## src/rtl/mtws_pkg.sv

```systemverilog
package mtws_pkg;

	localparam logic [7:0] NO_HANDLE = 8'hFF;

	typedef enum logic [1:0] {
		OP_REGISTER = 2'd0,
		OP_CHECKIN  = 2'd1,
		OP_TICK     = 2'd2,
		OP_CLEAR    = 2'd3
	} op_t;

	typedef enum logic [1:0] {
		ST_OK       = 2'd0,
		ST_INVALID  = 2'd1,
		ST_FULL     = 2'd2,
		ST_NOTFOUND = 2'd3
	} status_t;

	typedef enum logic [2:0] {
		S_IDLE,
		S_DECODE,
		S_REG_SCAN,
		S_TICK_SCAN,
		S_TICK_LAST,
		S_RESP
	} state_t;

	typedef struct packed {
		logic    in_ready;
		logic    load_item;
		logic    idx_clr;
		logic    idx_inc;
		logic    reg_take;
		logic    chk_write;
		logic    clear_all;
		logic    tick_rd;
		logic    status_we;
		status_t status_set;
		logic    out_load;
	} ctl_cmd_t;

	typedef struct packed {
		logic in_valid;
		op_t  op;
		logic budget_zero;
		logic handle_bad;
		logic handle_used;
		logic cur_free;
		logic idx_last;
		logic out_busy;
	} dp_stat_t;

endpackage

```

## src/rtl/mtws_req_if.sv

```systemverilog
interface mtws_req_if;
	logic        valid;
	logic        ready;
	logic [1:0]  operation;
	logic [31:0] deadline_budget;
	logic [7:0]  client_handle;
	logic [31:0] time_now;

	modport source (output valid, output operation, output deadline_budget,
		output client_handle, output time_now, input ready);
	modport sink (input valid, input operation, input deadline_budget,
		input client_handle, input time_now, output ready);
endinterface

```

## src/rtl/mtws_rsp_if.sv

```systemverilog
interface mtws_rsp_if;
	logic       valid;
	logic       ready;
	logic [1:0] status;
	logic [7:0] handle_out;
	logic       kick_dog;

	modport source (output valid, output status, output handle_out, output kick_dog,
		input ready);
	modport sink (input valid, input status, input handle_out, input kick_dog,
		output ready);
endinterface

```

## src/rtl/mtws_ram.sv

```systemverilog
module mtws_ram #(
	parameter int WIDTH = 32,
	parameter int DEPTH = 8,
	localparam int AW = (DEPTH > 1) ? $clog2(DEPTH) : 1
) (
	input  logic             clk,
	input  logic             we,
	input  logic [AW-1:0]    waddr,
	input  logic [WIDTH-1:0] wdata,
	input  logic [AW-1:0]    raddr,
	output logic [WIDTH-1:0] rdata
);

	logic [WIDTH-1:0] mem_q [DEPTH];

	always_ff @(posedge clk) begin
		if (we) begin
			mem_q[waddr] <= wdata;
		end
		rdata <= mem_q[raddr];
	end

endmodule

```

## src/rtl/mtws_ctrl.sv

```systemverilog
module mtws_ctrl
	import mtws_pkg::*;
(
	input  logic     clk,
	input  logic     arst_n,
	input  dp_stat_t stat,
	output ctl_cmd_t cmd
);

	state_t state_q;
	state_t state_d;

	always_ff @(posedge clk or negedge arst_n) begin
		if (!arst_n) begin
			state_q <= S_IDLE;
		end else begin
			state_q <= state_d;
		end
	end

	always_comb begin
		state_d = state_q;
		cmd = '0;
		cmd.status_set = ST_OK;
		case (state_q)
			S_IDLE: begin
				cmd.in_ready = 1'b1;
				if (stat.in_valid) begin
					cmd.load_item = 1'b1;
					cmd.idx_clr = 1'b1;
					state_d = S_DECODE;
				end
			end
			S_DECODE: begin
				cmd.status_we = 1'b1;
				case (stat.op)
					OP_REGISTER: begin
						if (stat.budget_zero) begin
							cmd.status_set = ST_INVALID;
							state_d = S_RESP;
						end else begin
							state_d = S_REG_SCAN;
						end
					end
					OP_CHECKIN: begin
						if (stat.handle_bad) begin
							cmd.status_set = ST_INVALID;
						end else if (!stat.handle_used) begin
							cmd.status_set = ST_NOTFOUND;
						end else begin
							cmd.chk_write = 1'b1;
						end
						state_d = S_RESP;
					end
					OP_TICK: begin
						state_d = S_TICK_SCAN;
					end
					OP_CLEAR: begin
						cmd.clear_all = 1'b1;
						state_d = S_RESP;
					end
					default: begin
						state_d = S_RESP;
					end
				endcase
			end
			S_REG_SCAN: begin
				if (stat.cur_free) begin
					cmd.reg_take = 1'b1;
					cmd.status_we = 1'b1;
					cmd.status_set = ST_OK;
					state_d = S_RESP;
				end else if (stat.idx_last) begin
					cmd.status_we = 1'b1;
					cmd.status_set = ST_FULL;
					state_d = S_RESP;
				end else begin
					cmd.idx_inc = 1'b1;
				end
			end
			S_TICK_SCAN: begin
				cmd.tick_rd = 1'b1;
				if (stat.idx_last) begin
					state_d = S_TICK_LAST;
				end else begin
					cmd.idx_inc = 1'b1;
				end
			end
			S_TICK_LAST: begin
				state_d = S_RESP;
			end
			S_RESP: begin
				if (!stat.out_busy) begin
					cmd.out_load = 1'b1;
					state_d = S_IDLE;
				end
			end
			default: begin
				state_d = S_IDLE;
			end
		endcase
	end

endmodule

```

## src/rtl/mtws_dp.sv

```systemverilog
module mtws_dp
	import mtws_pkg::*;
#(
	parameter int NUM_SLOTS = 8
) (
	input  logic     clk,
	input  logic     arst_n,
	mtws_req_if.sink   req,
	mtws_rsp_if.source rsp,
	input  ctl_cmd_t cmd,
	output dp_stat_t stat
);

	localparam int IW = (NUM_SLOTS > 1) ? $clog2(NUM_SLOTS) : 1;

	logic [NUM_SLOTS-1:0] in_use_q;
	logic [IW-1:0]        idx_q;
	op_t                  op_q;
	logic [31:0]          budget_q;
	logic [7:0]           handle_q;
	logic [31:0]          now_q;
	status_t              res_status_q;
	logic [7:0]           res_handle_q;
	logic                 chk_s1;
	logic                 any_q;
	logic                 alive_q;
	logic                 out_valid_q;
	status_t              rsp_status_q;
	logic [7:0]           rsp_handle_q;
	logic                 rsp_kick_q;
	logic [IW-1:0]        handle_idx;
	logic [IW-1:0]        time_waddr;
	logic                 time_we;
	logic [31:0]          budget_rd;
	logic [31:0]          last_rd;
	logic [31:0]          gap;
	logic                 overdue;

	assign handle_idx = handle_q[IW-1:0];
	assign time_we    = cmd.reg_take | cmd.chk_write;
	assign time_waddr = cmd.chk_write ? handle_idx : idx_q;
	assign gap        = now_q - last_rd;
	assign overdue    = chk_s1 & (gap > budget_rd);

	mtws_ram #(.WIDTH(32), .DEPTH(NUM_SLOTS)) u_budget_ram (
		.clk   (clk),
		.we    (cmd.reg_take),
		.waddr (idx_q),
		.wdata (budget_q),
		.raddr (idx_q),
		.rdata (budget_rd)
	);

	mtws_ram #(.WIDTH(32), .DEPTH(NUM_SLOTS)) u_time_ram (
		.clk   (clk),
		.we    (time_we),
		.waddr (time_waddr),
		.wdata (now_q),
		.raddr (idx_q),
		.rdata (last_rd)
	);

	always_ff @(posedge clk) begin
		if (cmd.load_item) begin
			op_q     <= op_t'(req.operation);
			budget_q <= req.deadline_budget;
			handle_q <= req.client_handle;
			now_q    <= req.time_now;
			res_handle_q <= NO_HANDLE;
		end else if (cmd.reg_take) begin
			res_handle_q <= 8'(idx_q);
		end
		if (cmd.status_we) begin
			res_status_q <= cmd.status_set;
		end
		if (cmd.out_load) begin
			rsp_status_q <= res_status_q;
			rsp_handle_q <= res_handle_q;
			rsp_kick_q   <= (op_q == OP_TICK) & any_q & alive_q;
		end
	end

	always_ff @(posedge clk or negedge arst_n) begin
		if (!arst_n) begin
			in_use_q    <= '0;
			idx_q       <= '0;
			chk_s1      <= 1'b0;
			any_q       <= 1'b0;
			alive_q     <= 1'b1;
			out_valid_q <= 1'b0;
		end else begin
			if (cmd.clear_all) begin
				in_use_q <= '0;
			end else if (cmd.reg_take) begin
				in_use_q[idx_q] <= 1'b1;
			end
			if (cmd.idx_clr) begin
				idx_q <= '0;
			end else if (cmd.idx_inc) begin
				idx_q <= idx_q + 1'b1;
			end
			chk_s1 <= cmd.tick_rd & in_use_q[idx_q];
			if (cmd.load_item) begin
				any_q   <= 1'b0;
				alive_q <= 1'b1;
			end else begin
				any_q   <= any_q | chk_s1;
				alive_q <= alive_q & ~overdue;
			end
			if (cmd.out_load) begin
				out_valid_q <= 1'b1;
			end else if (rsp.ready) begin
				out_valid_q <= 1'b0;
			end
		end
	end

	assign req.ready = cmd.in_ready;

	assign rsp.valid      = out_valid_q;
	assign rsp.status     = rsp_status_q;
	assign rsp.handle_out = rsp_handle_q;
	assign rsp.kick_dog   = rsp_kick_q;

	assign stat.in_valid    = req.valid;
	assign stat.op          = op_q;
	assign stat.budget_zero = (budget_q == 32'd0);
	assign stat.handle_bad  = (handle_q >= 8'(NUM_SLOTS));
	assign stat.handle_used = in_use_q[handle_idx];
	assign stat.cur_free    = ~in_use_q[idx_q];
	assign stat.idx_last    = (idx_q == IW'(NUM_SLOTS - 1));
	assign stat.out_busy    = out_valid_q & ~rsp.ready;

	a_take_free: assert property (@(posedge clk) disable iff (!arst_n)
		cmd.reg_take |-> !in_use_q[idx_q])
		else $error("Registration took a slot that is already in use.");

	a_take_count: assert property (@(posedge clk) disable iff (!arst_n)
		cmd.reg_take |=> $countones(in_use_q) == $past($countones(in_use_q)) + 1)
		else $error("Registration did not add exactly one used slot.");

	a_clear_empty: assert property (@(posedge clk) disable iff (!arst_n)
		cmd.clear_all |=> in_use_q == '0)
		else $error("Clear left a slot in use.");

	a_kick_nohandle: assert property (@(posedge clk) disable iff (!arst_n)
		(out_valid_q && rsp_kick_q) |-> (rsp_handle_q == NO_HANDLE && rsp_status_q == ST_OK))
		else $error("A refresh result carries a handle or an error status.");

endmodule

```

## src/rtl/multi_task_watchdog_supervisor.sv

```systemverilog
// Check-in, clear and a zero-budget register pass through the decode and response states to the output.
// Register scans the slots from index 0 and takes the lowest free one, or answers full when none is free.
// Tick reads one slot per cycle through the budget and time RAM read port.
// A new item is taken the cycle after the result enters the output register.
// Reset is asynchronous and clears all used marks; budget and time RAMs are not cleared.
module multi_task_watchdog_supervisor
	import mtws_pkg::*;
#(
	parameter int NUM_SLOTS = 8
) (
	input  logic       clk,
	input  logic       arst_n,
	mtws_req_if.sink   req,
	mtws_rsp_if.source rsp
);

	ctl_cmd_t cmd;
	dp_stat_t stat;

	mtws_ctrl u_ctrl (
		.clk    (clk),
		.arst_n (arst_n),
		.stat   (stat),
		.cmd    (cmd)
	);

	mtws_dp #(.NUM_SLOTS(NUM_SLOTS)) u_dp (
		.clk    (clk),
		.arst_n (arst_n),
		.req    (req),
		.rsp    (rsp),
		.cmd    (cmd),
		.stat   (stat)
	);

endmodule
```

## src/flat_wrapper.sv

```systemverilog
// flat-port wrapper written by rule: the top's interface ports become plain ports
module multi_task_watchdog_supervisor_flat import mtws_pkg::*;
#(
	parameter int NUM_SLOTS = 8
)
  (clk, arst_n, req_valid, req_operation, req_deadline_budget, req_client_handle, req_time_now, req_ready, rsp_valid, rsp_status, rsp_handle_out, rsp_kick_dog, rsp_ready);
  mtws_req_if req_i ();
  mtws_rsp_if rsp_i ();
  input  logic clk;
  input  logic arst_n;
  input wire logic [$bits(req_i.valid)-1:0] req_valid;
  input wire logic [$bits(req_i.operation)-1:0] req_operation;
  input wire logic [$bits(req_i.deadline_budget)-1:0] req_deadline_budget;
  input wire logic [$bits(req_i.client_handle)-1:0] req_client_handle;
  input wire logic [$bits(req_i.time_now)-1:0] req_time_now;
  output wire logic [$bits(req_i.ready)-1:0] req_ready;
  output wire logic [$bits(rsp_i.valid)-1:0] rsp_valid;
  output wire logic [$bits(rsp_i.status)-1:0] rsp_status;
  output wire logic [$bits(rsp_i.handle_out)-1:0] rsp_handle_out;
  output wire logic [$bits(rsp_i.kick_dog)-1:0] rsp_kick_dog;
  input wire logic [$bits(rsp_i.ready)-1:0] rsp_ready;
  assign req_i.valid = req_valid;
  assign req_i.operation = req_operation;
  assign req_i.deadline_budget = req_deadline_budget;
  assign req_i.client_handle = req_client_handle;
  assign req_i.time_now = req_time_now;
  assign req_ready = req_i.ready;
  assign rsp_valid = rsp_i.valid;
  assign rsp_status = rsp_i.status;
  assign rsp_handle_out = rsp_i.handle_out;
  assign rsp_kick_dog = rsp_i.kick_dog;
  assign rsp_i.ready = rsp_ready;
  multi_task_watchdog_supervisor #(.NUM_SLOTS(NUM_SLOTS)) u_core (.clk(clk), .arst_n(arst_n), .req(req_i), .rsp(rsp_i));
endmodule
```

## config.mk

```make
export PLATFORM = sky130hd
export DESIGN_NAME = multi_task_watchdog_supervisor_flat
export DESIGN_NICKNAME = d
export VERILOG_FILES = /design/src/rtl/mtws_pkg.sv /design/src/rtl/mtws_req_if.sv /design/src/rtl/mtws_rsp_if.sv /design/src/rtl/mtws_ram.sv /design/src/rtl/mtws_ctrl.sv /design/src/rtl/mtws_dp.sv /design/src/rtl/multi_task_watchdog_supervisor.sv /design/src/flat_wrapper.sv
export SDC_FILE = /design/constraint.sdc
export NUM_CORES = 1
export LEC_CHECK = 0
export BUFFER_PORTS_ARGS = -buffer_cell sky130_fd_sc_hd__clkbuf_2
export CAP_MARGIN = 10
export CORE_ASPECT_RATIO = 0.75
export CORE_MARGIN = 5
export CORE_UTILIZATION = 50
export CTS_CLUSTER_DIAMETER = 30
export CTS_CLUSTER_SIZE = 14
export DETAILED_ROUTE_END_ITERATION = 7
export PLACE_DENSITY = 0.66
export SYNTH_ARGS = -nofsm -noshare
export SYNTH_HDL_FRONTEND = slang
export SYNTH_SLANG_ARGS = --single-unit
```

## constraint.sdc

```tcl
create_clock -name clk -period 13.6 [get_ports clk]
set_input_delay 1.36 -clock clk [delete_from_list [all_inputs] [get_ports clk]]
set_output_delay 1.36 -clock clk [all_outputs]
set_load 0.005 [all_outputs]
```

==> qor.txt, run 1 <==
Critical Path RT - 13.86 ns
largest net degree at the start of global routing - 60
Synth Net Count - 1576
max_slew headroom - 19.0%
top-area cell type share of the netlist area - 66.4%
r2r setup slk - 8.57 ns
cts hold-fix bufs - 0
Worst Setup Start Kind - register
Worst Hold End - u_core.u_dp.rsp.status[1]
Multi-input gate area - 6840 um^2
CP most frequent cell - nand2b_1
Post-synth top flop - edfxtp_1
H-tree Lvls - 3
slew at the pin closest to its max-slew limit - 1.20 ns
worst hold path depth - 0
commonest cells in the netlist - 595 x edfxtp_1, 130 x mux4_2, 74 x inv_1, 68 x dfxtp_1, 65 x ha_1
Worst Hold Class - register to register
Reg2Reg Launch Point - u_core.u_dp.idx_q[0]
first-pass GRT wire length - 84900 um
CTS buffer count - 104
first-iteration detailed-routing DRC count - 1225
initial cell density of the core - 50.6%
vias in the first global route - 14100
fmax - 199 MHz
die height - 211 um
TNS Setup - 0 ns
Layout area overhead - 18.4%
routed vias/inst - 5.61
Yosys cell types - 61
initial antenna violation count - 0
WS Path Type - register to register
Resized cells post-CTS - 0
CTS tree - yes
die area - 58600 um^2
outcome - complete, no violations
Tmin final - 5.03 ns
Post-synth EDFFs - 595
Final Hold Viols - 0
Root Buffer - clkbuf_16
Worst-Skew Late Latency - 0.65 ns
Layout fillers - 3771
layout cells sized above 1 - 30.3%
ys async rst share - 2.64%
kind of end point of the critical path - register
crit-path cells - buf_4, mux2i_1, o22ai_1, or3_1, nand2b_1, nand2b_1, nor2_4
Vias - 13400
Syn Area/Cell - 18.8 um^2
total core area - 53200 um^2
Power Dens Cells - 228 nW/um^2
# Post-CTS Setup Buffers - 0
R2R Path End - u_core.u_dp.u_budget_ram.mem_q[6][0]
grt total ovfl - 0
ANT nets after route - 0
min-delay src - u_core.u_dp.res_status_q[1]
CP max stage delay - 1.07 ns
Synth Warn # - 0
flops & latches, synth - 681
fin nets - 1739
Max Cap Viol - 0
Max clock buf depth - 3
WP data arrival - 5.29 ns
final RePlAce weighted congestion - 0.894
register area - 19700 um^2
Core Rows - 73
DP HPWL - 32400 um
RSZ-0062 raised after global routing - no
Final Max Slew Viols - 0
leading area contributor after synthesis - edfxtp_1
port bufs - 90
diode count - 0
most frequent cell after synthesis - edfxtp_1
num ports - 91
CP max FO - 47
Post-Syn Area - 26900 um^2
total global-route track usage - 19.0%
Setup violations, final - 0
# clock sinks - 681
fin crit share - 37.0%
r2r worst-path depth - 7
Setup WS post-layout - 8.57 ns
Seq/Total Area, Yosys - 73.2%
Post-Syn Instances - 1432
Detailed Routing Iterations Pass 1 - 6
total routed wirelength - 55000 um
drc violations - 0
cells taking the most area after synthesis - edfxtp_1 66%, mux4_2 11%, dfxtp_1 5.1%
Setup WS pre-CTS - 8.43 ns
die width - 278 um
VDD IR max - 0.119 mV
CTS clk-pin slew, worst paths - 0.05 ns
leakage - 11.0 nW
WL per Instance - 23.0 um
critical path's slowest cell - dfrtp_4
Final Skew - 0.0269 ns
power by group:
| part | switching [W] | total (W) | internal [W] |
|---|---|---|---|
| registers | 0.000210 | 0.00277 | 0.00256 |
| logic | 0.00102 | 0.00188 | 0.000860 |
| clock network | 0.000967 | 0.00261 | 0.00165 |
stage by stage:
step / instances / power (W) / utilization, % / hold slack (ns) / area (um^2)
final: 2395 / 0.00727 / 59.9 / 0.463 / 31800
after global routing: 2395 / 0.00765 / 59.9 / 0.463 / 31800
after CTS: 2395 / 0.00733 / 59.9 / 0.457 / 31800
after detailed placement: 2201 / 0.00469 / 53.3 / 0.410 / 28300
after global placement: 2201 / 0.00464 / 53.3 / 0.440 / 28300
after floorplan: 1432 / 0.00413 / - / 0.400 / 26900
state kept, by name (all words and copies together), names as in the netlist, 3 cells and up:
signal,cells
u_core.u_dp.rsp.handle_out,4
u_core.u_dp.u_budget_ram.mem_q,256
u_core.u_dp.in_use_q,8
u_core.u_ctrl.state_q,3
u_core.u_dp.res_handle_q,4
u_core.u_dp.u_time_ram.mem_q,256
u_core.u_dp.handle_q,8
u_core.u_dp.idx_q,3
u_core.u_dp.u_budget_ram.rdata,32
u_core.u_dp.now_q,32
u_core.u_dp.u_time_ram.rdata,32
u_core.u_dp.budget_q,32
worst max path at each step:
stage / depth (start not counted) / from / end
2_1_floorplan: 9 / u_core.u_dp.idx_q[0] / u_core.u_dp.u_time_ram.mem_q[0][0]
3_3_place_gp: 7 / u_core.u_dp.idx_q[0] / u_core.u_dp.u_budget_ram.mem_q[6][13]
3_5_place_dp: 7 / u_core.u_dp.idx_q[0] / u_core.u_dp.u_budget_ram.mem_q[6][10]
4_1_cts: 7 / u_core.u_dp.idx_q[0] / u_core.u_dp.u_budget_ram.mem_q[6][28]
5_1_grt: 7 / u_core.u_dp.idx_q[0] / u_core.u_dp.u_budget_ram.mem_q[6][0]
6_report: 7 / u_core.u_dp.idx_q[0] / u_core.u_dp.u_budget_ram.mem_q[6][0]
layer usage:
layer  vias to the layer above  track usage (%)  routed length (um)
met5                         -                0                   0
met4                         0             5.11                1070
met3                        80             4.54                3320
met2                       390             27.9               24800
met1                      6920             29.1               25900
li1                       6039                -                   -
worst max-delay path: cells and delay by family (launching register included):
family	cells	cell delay [ns]
AND/OR/NAND/NOR	4	2.21
multiplexers	1	0.29
AO/OA/AOI/OAI	1	0.09
flip-flops	1	1.07
buffers and inverters	1	0.86
layout make-up:
cell class	instances	area share, %
repair buffers	111	1.91
clock buffers	125	8.71
well taps	712	2.80
clock inverters	69	2.37
multi-input cells	623	21.5
flip-flops and latches	681	61.9
inverters	74	0.880
placed cells by master (no fill, tap or decap), types with 15 or more instances in the layout:
master | Yosys | layout
dfxtp_1 | 68 | 68
clkinv_2 | 0 | 15
a21oi_1 | 51 | 51
clkbuf_16 | 0 | 105
xnor2_1 | 21 | 21
ha_1 | 65 | 65
nor2_1 | 43 | 38
inv_1 | 74 | 73
inv_6 | 0 | 15
buf_4 | 6 | 21
mux2_2 | 64 | 64
mux4_2 | 130 | 130
edfxtp_1 | 595 | 595
clkbuf_2 | 0 | 90
nand2_1 | 45 | 45
o21ai_0 | 28 | 28
cell families after synthesis:
| logic type | after synthesis | synth area share (%) |
|---|---|---|
| AND/OR/NAND/NOR | 173 | 3.22 |
| flip-flops | 681 | 73.2 |
| multiplexers | 205 | 14.0 |
| adder cells (fa/ha/maj) | 66 | 3.10 |
| AO/OA/AOI/OAI | 148 | 3.55 |
| XOR/XNOR | 31 | 1.01 |
| buffers and inverters | 128 | 1.96 |
No activity file was read; power rests on OpenSTA's default activity.
==> run 2, diff against run 1 <==
==> constraint.sdc (replaced) <==
create_clock -name clk -period 5.2 [get_ports clk]
set_input_delay 0.52 -clock clk [delete_from_list [all_inputs] [get_ports clk]]
set_output_delay 0.52 -clock clk [all_outputs]
set_load 0.005 [all_outputs]
==> run 2 against run 1 <==
Against the previous run:
- maximum frequency grew 10%
- die area is the same
- first-iteration DRC count shrank 0.65%
- non-clock buffer count grew 10
- global-route usage grew 0.45 points
- critical endpoint is now u_core.u_dp.alive_q
==> qor.txt, run 2 (synthesis gave the netlist of run 1 again) <==
H-tree Lvls - 3 (unchanged)
Root Buffer - clkbuf_16
cts hold-fix bufs - 1 (+1)
crit-path cells - inv_1, ha_1, inv_1, fa_1, a21oi_1, o22ai_1, or3b_1, a221oi_4, o21a_2, o21ai_0, xnor2_1, ha_1, nand4_1, nor4_1, nor3b_1, inv_1, o31ai_1, a21oi_1, o21ai_0
initial antenna violation count - 1 (+1)
Worst Hold Class - input pin to register
most frequent cells in the layout - 595 x edfxtp_1, 130 x mux4_2, 105 x clkbuf_16
CP most frequent cell - inv_1
Power Dens Cells - 596 nW/um^2 (+160%)
Setup violations, final - 0 (unchanged)
ANT nets after route - 0 (unchanged)
Layout area overhead - 18.9%
Setup WS pre-CTS - 0.664 ns (-7.77 ns)
die width - 278 um (unchanged)
TNS Setup - 0 ns (unchanged)
Detailed Routing Iterations Pass 1 - 5 (-1)
slew at the pin closest to its max-slew limit - 1.02 ns (-0.184 ns)
Final Max Slew Viols - 0 (unchanged)
CTS tree - yes
total global-route track usage - 19.5% (+0.45 points)
first-pass GRT wire length - 86500 um (+1.9%)
Vias - 13600 (+1.6%)
WP data arrival - 5.14 ns (-0.15 ns)
CTS buffer count - 105 (+0.96%)
Top delay family on crit path - compound AO/OA/AOI/OAI gates
WL per Instance - 23.5 um (+2.2%)
Final Hold Viols - 0 (unchanged)
DP HPWL - 33400 um (+3.2%)
final RePlAce weighted congestion - 0.847 (-5.2%)
total core area - 53200 um^2 (unchanged)
WS Path Type - register to register
drc violations - 0 (unchanged)
die height - 211 um (unchanged)
diode count - 0 (unchanged)
max_slew headroom - 32.1% (+13 points)
die area - 58600 um^2 (unchanged)
Largest regs - u_core.u_dp.u_budget_ram.mem_q: 256 flops, u_core.u_dp.u_time_ram.mem_q: 256 flops
CP max stage delay - 0.50 ns (-0.57 ns)
vias in the first global route - 14200 (+0.70%)
num ports - 91 (unchanged)
port bufs - 90 (unchanged)
CTS clk-pin slew, worst paths - 0.05 ns (about the same)
layout cells sized above 1 - 31.0% (+0.72 points)
Worst-Skew Late Latency - 0.65 ns (about the same)
RSZ-0062 raised after global routing - no
Bufs and invs on worst path - 3 (+2)
VDD IR max - 0.303 mV (+160%)
Tmin final - 4.57 ns (-0.463 ns)
Resized cells post-CTS - 0 (unchanged)
leakage - 11.0 nW (+0.59%)
fin crit share - 87.9% (+51 points)
most common cell after layout, fill and taps aside - edfxtp_1
Setup WS post-layout - 0.629 ns (-7.94 ns)
Critical Path RT - 5.77 ns (-8.09 ns)
Final Skew - 0.0206 ns (-0.00637 ns)
outcome - complete, no violations
critical path's slowest cell - edfxtp_1
Core Rows - 73 (unchanged)
kind of end point of the critical path - register
# Post-CTS Setup Buffers - 0 (unchanged)
largest net degree at the start of global routing - 93 (+55%)
first-iteration detailed-routing DRC count - 1217 (-0.65%)
Worst Setup Start Kind - register
CP max FO - 9 (-81%)
grt total ovfl - 0 (unchanged)
# clock sinks - 681 (unchanged)
routed vias/inst - 5.66 (+0.92%)
initial cell density of the core - 50.6% (unchanged)
fmax - 219 MHz (+10%)
Max Cap Viol - 0 (unchanged)
total routed wirelength - 56600 um (+2.9%)
Worst Hold Slack - 0.0422 ns (-0.421 ns)
fin nets - 1750 (+0.63%)
Max clock buf depth - 3 (unchanged)
## run 2: worst paths after layout
kind | from | endpoint | slack (ns) | cells after the start
worst max-delay path | u_core.u_dp.now_q[0] | u_core.u_dp.alive_q | 0.63 | 19
worst min-delay path | req_time_now[19] | u_core.u_dp.now_q[19] | 0.04 | 1
worst max register to register | u_core.u_dp.now_q[0] | u_core.u_dp.alive_q | 0.63 | 19
worst min register to register | u_core.u_dp.res_status_q[0] | u_core.u_dp.rsp.status[0] | 0.44 | 0
max in group asynchronous | arst_n | u_core.u_dp.idx_q[0] | 4.39 | 2
min in group asynchronous | arst_n | u_core.u_dp.in_use_q[7] | 0.40 | 2
## run 2: report_power, final
part / switching (W) / internal [W] / leakage [nW] / total [W]
Combinational: 0.00269 / 0.00227 / 3.15 / 0.00496
Sequential: 0.000514 / 0.00670 / 6.17 / 0.00721
Clock: 0.00254 / 0.00433 / 1.73 / 0.00687
## run 2: final cells by class
type | instances | area, um^2
Fill cell | 3821 | 21200
Clock inverter | 75 | 787
Timing Repair Buffer | 121 | 698
Multi-Input combinational cell | 623 | 6840
Inverter | 74 | 280
Tap cell | 712 | 891
Sequential cell | 681 | 19700
Clock buffer | 125 | 2790
## run 2: routing by layer
layer  up-vias  global-route usage (%)  wire [um]  part of all wire (%)
met5         -                       0          0                     0
met4         0                    4.40        783                   1.4
li1       6066                       -          -                     -
met3        69                    4.50       3370                   6.0
met2       410                    29.3      26000                    46
met1      7098                    29.6      26500                    47
## run 2: worst reg2reg max path: cells and delay by family (launching register included)
| kind | cells | cell delay, ns |
|---|---|---|
| AO/OA/AOI/OAI | 8 | 1.53 |
| AND/OR/NAND/NOR | 4 | 1.16 |
| buffers and inverters | 3 | 0.23 |
| flip-flops | 1 | 0.50 |
| XOR/XNOR | 1 | 0.18 |
| adder cells (fa/ha/maj) | 3 | 0.89 |
## run 2: through the flow
step                      power, W  cell area (um^2)  utilization (%)  cells
after floorplan             0.0108             26900                -   1432
after detailed placement    0.0123             28400             53.4   2210
final                       0.0190             32000             60.2   2411
after global placement      0.0122             28400             53.4   2210
after global routing        0.0200             32000             60.2   2411
after CTS                   0.0192             32000             60.2   2411
